### src/sv/rpa_pkg.sv
// Shared types and constants for the reference-counted page allocator.
// Used by rpa_decode and refcounted_page_allocator; depends on nothing.
`default_nettype none

package rpa_pkg;

   localparam int NUM_PAGES_DEF  = 32768;
   localparam int PAGE_BYTES_DEF = 4096;
   localparam int COUNT_BITS_DEF = 16;

   localparam int ADDR_W   = 40;
   localparam int KIND_W   = 2;
   localparam int STATUS_W = 2;
   localparam int RC_W     = 16;
   localparam int BASE_W   = 28;
   localparam int FIRST_W  = 28;
   localparam int LIMIT_W  = 29;
   localparam int CSR_IDX_W  = 2;
   localparam int CSR_DATA_W = 29;

   localparam logic [KIND_W-1:0] KIND_ALLOC  = 2'd0;
   localparam logic [KIND_W-1:0] KIND_FREE   = 2'd1;
   localparam logic [KIND_W-1:0] KIND_ADDREF = 2'd2;

   localparam logic [STATUS_W-1:0] STATUS_OK  = 2'd0;
   localparam logic [STATUS_W-1:0] STATUS_OOM = 2'd1;
   localparam logic [STATUS_W-1:0] STATUS_BAD = 2'd2;

   localparam logic [CSR_IDX_W-1:0] CSR_BASE_PAGE  = 2'd0;
   localparam logic [CSR_IDX_W-1:0] CSR_FIRST_PAGE = 2'd1;
   localparam logic [CSR_IDX_W-1:0] CSR_LIMIT_PAGE = 2'd2;

   localparam logic [BASE_W-1:0]  BASE_PAGE_RST  = 28'd524288;
   localparam logic [FIRST_W-1:0] FIRST_PAGE_RST = 28'd524288;
   localparam logic [LIMIT_W-1:0] LIMIT_PAGE_RST = 29'd557056;

   typedef enum logic [1:0] {
      ST_CLEAR,
      ST_IDLE,
      ST_EXEC
   } state_type;

endpackage

`default_nettype wire

### src/sv/rpa_decode.sv
// Request check for the page allocator: kind, alignment, managed window and store range.
// Depends on rpa_pkg.
`default_nettype none

module rpa_decode
   import rpa_pkg::*;
#(
   parameter int NUM_PAGES  = NUM_PAGES_DEF,
   parameter int PAGE_BYTES = PAGE_BYTES_DEF
) (
   input  wire logic [KIND_W-1:0]             kind,
   input  wire logic [ADDR_W-1:0]             address,
   input  wire logic [BASE_W-1:0]             base_page,
   input  wire logic [FIRST_W-1:0]            first_page,
   input  wire logic [LIMIT_W-1:0]            limit_page,
   output logic                               ok,
   output logic [$clog2(NUM_PAGES)-1:0]       slot
);

   localparam int OFF_BITS  = $clog2(PAGE_BYTES);
   localparam int IDX_BITS  = $clog2(NUM_PAGES);
   localparam int PG_W      = ADDR_W - OFF_BITS;
   localparam int CMP_W     = (PG_W >= 29) ? PG_W + 1 : 30;

   logic [CMP_W-1:0] page;
   logic [CMP_W-1:0] diff;
   logic             aligned;
   logic             in_window;
   logic             in_store;
   logic             kind_ok;

   always_comb begin
      page      = CMP_W'(address[ADDR_W-1:OFF_BITS]);
      diff      = page - CMP_W'(base_page);
      aligned   = (address[OFF_BITS-1:0] == '0);
      in_window = (page >= CMP_W'(first_page)) && (page < CMP_W'(limit_page));
      in_store  = (page >= CMP_W'(base_page)) && (diff < CMP_W'(NUM_PAGES));
      kind_ok   = (kind == KIND_FREE) || (kind == KIND_ADDREF);
      ok        = kind_ok && aligned && in_window && in_store;
      slot      = diff[IDX_BITS-1:0];
   end

endmodule

`default_nettype wire

### config.mk
export PLATFORM = sky130hd
export DESIGN_NAME = rpa_decode
export DESIGN_NICKNAME = d
export VERILOG_FILES = /design/src/sv/rpa_pkg.sv /design/src/sv/rpa_decode.sv
export SDC_FILE = /design/constraint.sdc
export NUM_CORES = 1
export LEC_CHECK = 0
export ABC_AREA = 1
export BUFFER_PORTS_ARGS = -buffer_cell sky130_fd_sc_hd__buf_2
export CAP_MARGIN = 25
export CORE_UTILIZATION = 53
export DETAILED_ROUTE_END_ITERATION = 8
export MAX_ROUTING_LAYER = met4
export PLACE_DENSITY = 0.95
export SLEW_MARGIN = 5
export SYNTH_ARGS = -nofsm -noshare
export SYNTH_HDL_FRONTEND = slang
export SYNTH_SLANG_ARGS = --single-unit
### constraint.sdc
create_clock -name vclk -period 3.2
set_clock_uncertainty 0.2 [all_clocks]
set_input_delay 0.48 -clock vclk [all_inputs]
set_output_delay 0.48 -clock vclk [all_outputs]
set_load 0.01 [all_outputs]
**Word level (Yosys, flattened, before mapping)**

Cells that the tools add are included.

- $add $sub $neg: 1
- Order comparisons: 4
- Equal/unequal tests: 2
- Reductions and logical operators: 7

Operators by type and width:

| kind | count |
|---|---|
| 28-bit >= comparator | 2 |
| 30-bit by 16-bit less-than comparator with 1-bit output, second input constant | 1 |
| 28-bit by 29-bit less-than comparator with 1-bit output | 1 |
| 28-bit by 28-bit subtractor with 29-bit output | 1 |
| 12-bit logical NOT | 1 |
| 1-bit logical AND | 5 |
| 2-bit by 1-bit equality test with 1-bit output, second input constant | 1 |
| 2-bit equality test, second input constant | 1 |
| 1-bit logical OR | 1 |

- Register bits after elaboration: 0
- Input port bits: 127
- Word-level logic and storage cells: 14

**Depth between registers and ports, before layout**

Gate-level depths: netlist of run 1.

- Depth after elaboration: 5
- Mapped depth: 18

**Least setup slack after synthesis of run 1**

OpenSTA, ideal clock, no wires.

- Kind: input-to-output
- From: in address[12]
- To: out ok
- Arrival: 2.128 ns
- Data required time: 2.520 ns
- Path slack: 0.392 ns
- Stages: 17
- Path through: inv_1 > ha_1 > inv_1 > fa_1 > nand2_1 > nand2_1 > nand3_1 > nand2_1 > nand2_1 > nand2_1 > nand2_1 > nand2_1 > nand2_1 > nand2_1 > nor2_1 > nand4_1 > nor2_1

- Cells in the longest elaborated chain, start to end: 4
- Elaborated cells on any way between the ends: 9

Ends and longest elaborated chain:

| element | RTL line | text |
|---|---|---|
| start, declared | rpa_decode.sv:12 | `input wire logic [ADDR_W-1:0] address,` |
| 28-bit by 28-bit subtractor with 29-bit output (tied with other cells) | rpa_decode.sv:34 | `diff = page - CMP_W'(base_page);` |
| 30-bit by 16-bit less-than comparator with 1-bit output or 1-bit logical AND (tied branches) | rpa_decode.sv:37, rpa_decode.sv:36 |  |
| 1-bit logical AND, on equally long branches | rpa_decode.sv:37, rpa_decode.sv:39 |  |
| 1-bit logical AND (*) | rpa_decode.sv:39 | `ok = kind_ok && aligned && in_window && in_store;` |
| end, declared | rpa_decode.sv:16 | `output logic ok,` |

Mark *: on every way between the ends. The rest lies on a longest branch, timed or not.

**Worst setup path in the final report of run 1**

- From: in address[17]
- To: out ok

The elaborated chain is that of the path after synthesis.

==> results of run 1 <==
[cells in the mapped netlist]
cell type,number,area share
or2_2,3,0.0051
o21a_1,1,0.0020
nor3_1,10,0.013
nand3_2,2,0.0054
nand2_1,204,0.21
a21o_1,3,0.0061
nor2_1,53,0.054
nor2_4,1,0.0030
inv_2,1,0.0010
nand2_2,7,0.012
xor2_1,11,0.026
fa_1,1,0.0054
ha_1,83,0.28
nor2_2,1,0.0017
nor4_1,3,0.0051
nand4_1,13,0.022
nand2_4,2,0.0061
o21bai_1,5,0.010
a31oi_1,3,0.0051
o211ai_1,1,0.0020
a21oi_1,48,0.065
o21ai_0,14,0.019
inv_1,180,0.18
a21boi_0,1,0.0020
nand3_1,39,0.053
xnor2_1,2,0.0047
nand3b_1,1,0.0020
nor3b_1,1,0.0020
[area by class of cell]
| cell class | instances | area [sq um] | area share |
|---|---|---|---|
| Timing Repair Buffer | 150 | 774 | 0.163 |
| Inverter | 181 | 684 | 0.144 |
| Tap cell | 96 | 120 | 0.0252 |
| Multi-Input combinational cell | 513 | 3190 | 0.669 |
[cell families after synthesis]
family / after synthesis
fa+ha+maj: 84
compound gates: 76
buf+inv: 181
simple gates: 340
xor+xnor: 13
[final timing paths]
check	from	end	slack (ns)	cells past startpoint
max	address[17]	ok	0.13	16
min	base_page[0]	slot[0]	1.17	4
[power breakdown]
group | leakage, nW | switching [mW] | internal [mW] | total (mW)
logic | 3.13 | 0.469 | 0.317 | 0.786
registers | 0 | 0 | 0 | 0
clock network | 0 | 0 | 0 | 0
total | 3.13 | 0.469 | 0.317 | 0.786
[worst min-delay path: stages]
cell   delay (ns)
buf_2        0.10
ha_4         0.13
inv_1        0.04
buf_2        0.13
[repair_timing]
item / 4_1_cts / 5_1_grt
resized for setup: 1 / 50
endpoints found under the setup margin: 1 / 2
gates cloned: 0 / 0
buffers inserted: 0 / 3
hold endpoints to repair: 0 / 0
pin swaps: 0 / 13
[layer usage]
| metal | global-route usage | up-vias |
|---|---|---|
| met1 | 0.386 | 2121 |
| met3 | 0.0260 | 14 |
| met5 | - | - |
| met2 | 0.525 | 223 |
| met4 | 0.0394 | 0 |
| li1 | - | 2471 |
[layout by cell type, fill, tap and decap left out, types with 5 or more instances in the layout]
master,synthesis,final
nand3_1,39,35
a21oi_2,0,6
nand3_2,2,6
ha_2,0,10
inv_1,180,177
a21oi_1,48,42
nand2_1,204,196
o21bai_1,5,5
xor2_1,11,11
nand4_1,13,13
nor2_1,53,49
buf_2,0,142
buf_4,0,7
o21ai_0,14,13
ha_1,83,71
nand2_2,7,15
nor3_1,10,8
[stage by stage]
step                      power [mW]  instance area (sq um)
after floorplan                0.471                   3710
after global placement         0.706                   4580
after detailed placement       0.725                   4580
after CTS                      0.729                   4580
after global routing           0.875                   4760
final                          0.786                   4760
==> metrics.md, run 1 <==
| Metric | Value |
|---|---|
| Combinational family with the most area after synthesis | simple AND/OR/NAND/NOR gates |
| Slew margin rel. | 0.709 |
| Synth cell types | 28 |
| Clock buffer cells | 0 |
| Count of filler cells inserted in the layout | 567 |
| Worst EP required | 2.52 ns |
| Seq cells | 0 |
| Tmin final | 3.07 ns |
| Placer Congestion | 0.998 |
| Post-Syn Area | 3710 sq um |
| Top routing layer in use | met4 |
| Leakage power | 3.13 nW |
| Vias in the first global route | 4186 |
| WL met3 | 889 um |
| Initial Util | 0.546 |
| Compound-cell area share of the yosys netlist | 0.111 |
| Drt drc | 0 |
| Worst-path cell chain | buf_2 -> ha_1 -> nand2_2 -> inv_1 -> a21oi_1 -> nand2_2 -> nand2_1 -> nand2_1 -> nand2_1 -> nand2_1 -> nor2_1 -> nand3_2 -> nor2_2 -> nand3_1 -> nor2_1 -> buf_2 |
| Core Rows | 30 |
| First-pass GRT wire length | 17700 um |
| Crit-path max FO | 4 |
| Worst path max stage delay | 0.36 ns |
| Hold Vio Cnt, Final | 0 |
| Met1 WL | 4930 um |
| Net Count, Synth | 905 |
| Peak VDD IR | 0.0778 mV |
| Setup violations, final | 0 |
| # placed instances | 937 |
| Initial antenna violation count | 0 |
| Synth Area in Adders | 0.285 |
| Final ANT Viol Nets | 0 |
| Critical path endpoint category | primary output |
| Mapped Cells | 694 |
| CP Class | primary input to primary output |
| Slowest CP cell | ha_1 |
| DR WL/cell | 12.0 um |
| CP delay by family, top | simple AND/OR/NAND/NOR gates |
| Post-Route Utilization | 0.701 |
| Die extent in x | 85.7 um |
| Post-synthesis simple-gate area fraction | 0.390 |
| XOR/XNOR Fraction of Synth Area | 0.0307 |
| Via count | 4829 |
| Core Footprint | 6790 sq um |
| Setup ws final | 0.132 ns |
| Proportion of layout cells with a drive suffix above 1 | 0.248 |
| Setup TNS | 0 ns |
| Fmax | 326 MHz |
| Arr. time, crit path | 2.39 ns |
| Die height | 85.7 um |
| Worst Path Buf+Inv | 3 |
| Diodes inserted | 0 |
| Hold Worst Slack | 1.17 ns |
| Syn Area/Cell | 5.35 sq um |
| FF/Latch Area | 0 sq um |
| Largest net degree at the start of global routing | 8 |
| Routed vias/inst | 5.14 |
| Status | finished, final reports clean |
| YS warnings | 0 |
| Top Ports | 143 |
| Worst slack, placed | 0.00310 ns |
| PwrDens | 165 nW/um^2 |
| Die footprint | 7340 sq um |
| PortBufs | 143 |
| Max_cap viols | 0 |
| Post-Route WL | 11200 um |
| Detailed Routing Iterations Pass 1 | 5 |
| Metal2 WL | 5250 um |
| Hold crit path type | primary input to primary output |
| Fin. max-slew vios | 0 |
| Layout Nets | 1057 |
| Post-CTS Hold Buffers | 0 |
| P&R area growth vs syn | 28.4% |
| Dpl hpwl | 9780 um |
| Mux cell area share after synthesis | 0 |
| GR Overflow Total | 0 |
| Initial DRC count | 335 |
| Sequential area share after synthesis | 0 |
| Worst slew pin tran | 0.433 ns |
| CP Launch Type | primary input |
| GRT Total Usage | 0.301 |
| Ratio of final minimum period to clock period | 0.959 |
| Most frequent cell on the critical path | nand2_1 |
| Non-filler instance count after layout | 940 |
No activity file was read; power rests on OpenSTA's default activity.
==> run 2: changes to the inputs <==
Settings changed: CORE_ASPECT_RATIO from default to 1.2.
==> metrics.md, run 2 (same netlist as run 1, synthesis figures left out) <==
| Metric | Value |
|---|---|
| CP Class | primary input to primary output (unchanged) |
| Arr. time, crit path | 2.42 ns (was 2.39 ns) |
| Core Footprint | 6810 sq um (was 6790 sq um) |
| DR WL/cell | 11.9 um (was 12.0 um) |
| Final ANT Viol Nets | 0 (unchanged) |
| Commonest non-fill, non-tap cells in the layout | 199 x nand2_1, 178 x inv_1, 143 x buf_2, 70 x ha_1, 50 x nor2_1 (was 196 x nand2_1, 177 x inv_1, 142 x buf_2, 71 x ha_1, 49 x nor2_1) |
| Clock buffer cells | 0 (unchanged) |
| Largest net degree at the start of global routing | 8 (unchanged) |
| # placed instances | 929 (was 937) |
| Worst slack, placed | -0.0358 ns (was 0.00310 ns) |
| Fin. max-slew vios | 0 (unchanged) |
| Status | finished, final reports clean (unchanged) |
| Proportion of layout cells with a drive suffix above 1 | 0.236 (was 0.248) |
| Hold Vio Cnt, Final | 0 (unchanged) |
| Core Rows | 33 (was 30) |
| WL met3 | 678 um (was 889 um) |
| Tmin final | 3.10 ns (was 3.07 ns) |
| GRT Total Usage | 0.300 (was 0.301) |
| Seq cells | 0 (unchanged) |
| Initial DRC count | 212 (was 335) |
| Fmax | 323 MHz (was 326 MHz) |
| Vias in the first global route | 4349 (was 4186) |
| Placer Congestion | 0.957 (was 0.998) |
| Area after DPL | 4570 sq um (was 4580 sq um) |
| Initial antenna violation count | 0 (unchanged) |
| Via count | 4783 (was 4829) |
| Routed vias/inst | 5.14 (about the same) |
| Setup TNS | 0 ns (unchanged) |
| Post-Route Utilization | 0.695 (was 0.701) |
| Metal2 WL | 5700 um (was 5250 um) |
| Met1 WL | 4210 um (was 4930 um) |
| Drt drc | 0 (unchanged) |
| PortBufs | 143 (unchanged) |
| Peak VDD IR | 0.121 mV (was 0.0778 mV) |
| Design Power | 0.768 mW (was 0.786 mW) |
| Design area | 4730 sq um (was 4760 sq um) |
| FF/Latch Area | 0 sq um (unchanged) |
| Setup ws final | 0.0997 ns (was 0.132 ns) |
| GR Overflow Total | 0 (unchanged) |
| Die height | 93.7 um (was 85.7 um) |
| Layout Nets | 1057 (unchanged) |
| Post-Route WL | 11100 um (was 11200 um) |
| Diodes inserted | 0 (unchanged) |
| Die footprint | 7340 sq um (about the same) |
| Ratio of final minimum period to clock period | 0.969 (was 0.959) |
| Post-CTS Hold Buffers | 0 (unchanged) |
| First-pass GRT wire length | 17500 um (was 17700 um) |
| Leakage power | 3.12 nW (was 3.13 nW) |
| Top Ports | 143 (unchanged) |
| Worst slew pin tran | 0.409 ns (was 0.433 ns) |
| Max_cap viols | 0 (unchanged) |
| Commonest non-fill, non-tap cell in the layout | nand2_1 (unchanged) |
| Top routing layer in use | met4 (unchanged) |
| Hold Worst Slack | 1.16 ns (was 1.17 ns) |
| Die extent in x | 78.4 um (was 85.7 um) |
| Detailed Routing Iterations Pass 1 | 6 (was 5) |
| Hold crit path type | primary input to primary output (unchanged) |
| PwrDens | 162 nW/um^2 (was 165 nW/um^2) |
| Initial Util | 0.545 (was 0.546) |
| Count of filler cells inserted in the layout | 625 (was 567) |
| Non-filler instance count after layout | 931 (was 940) |
| Dpl hpwl | 9790 um (was 9780 um) |
| Worst EP required | 2.52 ns (about the same) |
| Crit-path max FO | 4 (unchanged) |
| P&R area growth vs syn | 27.5% (was 28.4%) |
| CP Launch Type | primary input (unchanged) |
| Slew margin rel. | 0.725 (was 0.709) |
| Critical path endpoint category | primary output (unchanged) |
| Setup violations, final | 0 (unchanged) |
==> run 2: cell count changes in the layout (fill, tap and decap cells not counted), moves of 2 or more <==
cell,previous run,this run
ha_2,10,8
nand2_1,196,199
a21oi_2,6,3
nand2_2,15,12
a21oi_1,42,45
ha_4,2,5
==> run 2: area by class of cell <==
type,instances,area [sq um],area share
tap,87,109,0.0230
inverter,181,682,0.144
timing repair buffer,150,768,0.162
multi-input combinational,513,3170,0.671
==> run 2: final timing paths <==
kind,from,endpoint,depth (start not counted)
max,address[12],ok,19
min,base_page[0],slot[0],4
==> run 2: metal layers <==
| layer | vias up | GRT usage |
|---|---|---|
| li1 | 2474 | - |
| met1 | 2065 | 0.310 |
| met3 | 41 | 0.0175 |
| met4 | 0 | 0.125 |
| met5 | - | - |
| met2 | 203 | 0.582 |
==> run 2: critical path, stage by stage <==
cell and delay, ns:
buf_2 0.11, inv_4 0.08, ha_4 0.13, inv_2 0.04
fa_2 0.39, nand2_1 0.07, nand2_1 0.06, nand3_2 0.07
nand2_2 0.06, nand2_2 0.08, nand2_2 0.06, nand2_1 0.06
nand2_1 0.05, nor2_1 0.11, nand3_1 0.08, nor2_1 0.10
nand3_1 0.07, nor2_1 0.16, buf_2 0.15
==> run 2: repair_timing <==
action,in CTS,in global routing
pin swaps,0,12
setup buffers,0,2
resized for setup,1,36
setup endpoints to repair,1,1
==> run 2: power by group <==
| part | total [mW] | leakage (nW) | switching (mW) | internal (mW) |
|---|---|---|---|---|
| combinational | 0.768 | 3.12 | 0.453 | 0.316 |
| clock | 0 | 0 | 0 | 0 |
| sequential | 0 | 0 | 0 | 0 |
| total | 0.768 | 3.12 | 0.453 | 0.316 |
==> run 3: changes to the inputs <==
Settings changed: CORE_ASPECT_RATIO 1.2 to 0.75.
==> metrics.md, run 3 (same netlist as run 1, synthesis figures left out) <==
| Metric | Value |
|---|---|
| Status | finished, final reports clean (unchanged) |
| Initial antenna violation count | 0 (unchanged) |
| Die extent in x | 98.6 um (was 78.4 um) |
| Initial Util | 0.546 (was 0.545) |
| Post-CTS Hold Buffers | 0 (unchanged) |
| P&R area growth vs syn | 24.3% (was 27.5%) |
| Leakage power | 3.09 nW (was 3.12 nW) |
| Fin. max-slew vios | 0 (unchanged) |
| Diodes inserted | 0 (unchanged) |
| Setup ws final | 0.147 ns (was 0.0997 ns) |
| GRT Total Usage | 0.314 (was 0.300) |
| Final ANT Viol Nets | 0 (unchanged) |
| Max_cap viols | 0 (unchanged) |
| Commonest non-fill, non-tap cells in the layout | 201 x nand2_1, 178 x inv_1, 143 x buf_2, 72 x ha_1, 53 x nor2_1 (was 199 x nand2_1, 178 x inv_1, 143 x buf_2, 70 x ha_1, 50 x nor2_1) |
| Detailed Routing Iterations Pass 1 | 5 (was 6) |
| Via count | 4752 (was 4783) |
| Crit-path max FO | 4 (unchanged) |
| Core Footprint | 6800 sq um (was 6810 sq um) |
| Seq cells | 0 (unchanged) |
| Clock buffer cells | 0 (unchanged) |
| PortBufs | 143 (unchanged) |
| Slowest CP cell | ha_1 (was fa_2) |
| Worst path max stage delay | 0.42 ns (was 0.39 ns) |
| Routed vias/inst | 5.14 (about the same) |
| Peak VDD IR | 0.0758 mV (was 0.121 mV) |
| CP Class | primary input to primary output (unchanged) |
| Post-Route WL | 11400 um (was 11100 um) |
| Hold crit path type | primary input to primary output (unchanged) |
| DR WL/cell | 12.3 um (was 11.9 um) |
| GR Overflow Total | 0 (unchanged) |
| Drt drc | 0 (unchanged) |
| Worst slack, placed | 0.0434 ns (was -0.0358 ns) |
| Arr. time, crit path | 2.37 ns (was 2.42 ns) |
| Setup violations, final | 0 (unchanged) |
| Worst EP required | 2.52 ns (about the same) |
| Non-filler instance count after layout | 924 (was 931) |
| Die footprint | 7340 sq um (about the same) |
| PwrDens | 165 nW/um^2 (was 162 nW/um^2) |
| Initial DRC count | 367 (was 212) |
| Area of the multi-input gates | 3090 sq um (was 3170 sq um) |
| Critical path endpoint category | primary output (unchanged) |
| CP Launch Type | primary input (unchanged) |
| First-pass GRT wire length | 18200 um (was 17500 um) |
| Tmin final | 3.05 ns (was 3.10 ns) |
| Slew margin rel. | 0.796 (was 0.725) |
| Ratio of final minimum period to clock period | 0.954 (was 0.969) |
| Vias in the first global route | 4142 (was 4349) |
| Count of filler cells inserted in the layout | 635 (was 625) |
| Worst slew pin tran | 0.302 ns (was 0.409 ns) |
| Largest net degree at the start of global routing | 8 (unchanged) |
| Hold Vio Cnt, Final | 0 (unchanged) |
| # placed instances | 923 (was 929) |
| Dpl hpwl | 10200 um (was 9790 um) |
| Post-Route Utilization | 0.679 (was 0.695) |
| FF/Latch Area | 0 sq um (unchanged) |
| Top Ports | 143 (unchanged) |
| Die height | 74.5 um (was 93.7 um) |
| Commonest non-fill, non-tap cell in the layout | nand2_1 (unchanged) |
| Worst-path cell chain | buf_2 -> ha_1 -> nand2_1 -> nor2_1 -> inv_1 -> nor2_1 -> nand3_1 -> nand3_1 -> nand2_1 -> nand2_1 -> nand2_1 -> nor2_1 -> nand3_1 -> nor2_1 -> buf_2 (was buf_2 -> inv_4 -> ha_4 -> inv_2 -> fa_2 -> nand2_1 -> nand2_1 -> nand3_2 -> nand2_2 -> nand2_2 -> nand2_2 -> nand2_1 -> nand2_1 -> nor2_1 -> nand3_1 -> nor2_1 -> nand3_1 -> nor2_1 -> buf_2) |
| Proportion of layout cells with a drive suffix above 1 | 0.220 (was 0.236) |
| Layout Nets | 1053 (was 1057) |
| Placer Congestion | 1.02 (was 0.957) |
| Core Rows | 26 (was 33) |
| Fmax | 328 MHz (was 323 MHz) |
| Design Power | 0.761 mW (was 0.768 mW) |
==> run 3: final cells by class <==
| class | instances | area share |
|---|---|---|
| inverters | 181 | 0.147 |
| multi-input cells | 513 | 0.670 |
| well taps | 84 | 0.0228 |
| repair buffers | 146 | 0.160 |
==> run 3: worst paths after layout <==
kind	from	end	slack (ns)	depth (start not counted)
worst max-delay path	address[26]	ok	0.15	15
worst min-delay path	base_page[0]	slot[0]	1.17	4
==> run 3: per-layer routing <==
| metal | share of wire | wire, um | vias up | track usage |
|---|---|---|---|---|
| met5 | 0 | 0 | - | - |
| met4 | 0.0083 | 95 | 0 | 0.0199 |
| met3 | 0.086 | 980 | 14 | 0.0404 |
| met2 | 0.42 | 4830 | 212 | 0.509 |
| met1 | 0.48 | 5480 | 2066 | 0.436 |
| li1 | - | - | 2460 | - |
==> run 3: worst max-delay path: cells and delay by family <==
family	cells	cell delay [ns]
AND/OR/NAND/NOR	11	1.14
adder cells (fa/ha/maj)	1	0.42
buffers and inverters	3	0.32
==> run 3: repair_timing <==
| item | in CTS | in global routing |
|---|---|---|
| endpoints found under the hold margin | 0 | 0 |
| endpoints found under the setup margin | 0 | 1 |
| setup buffers | 0 | 1 |
| gates resized for setup | 0 | 25 |
==> run 3: stage by stage <==
stage / hold WS [ns] / TNS (ns) / cell area [sq um]
6_report: 1.17 / 0 / 4610
4_1_cts: 1.16 / 0 / 4550
2_1_floorplan: 0.932 / 0 / 3710
3_5_place_dp: 1.16 / 0 / 4550
5_1_grt: 1.19 / -0.00808 / 4610
3_3_place_gp: 1.15 / 0 / 4550
==> run 3: power breakdown <==
group          switching [mW]  internal, mW  leakage, nW
combinational           0.457         0.304         3.09
clock                       0             0            0
sequential                  0             0            0
total                   0.457         0.304         3.09
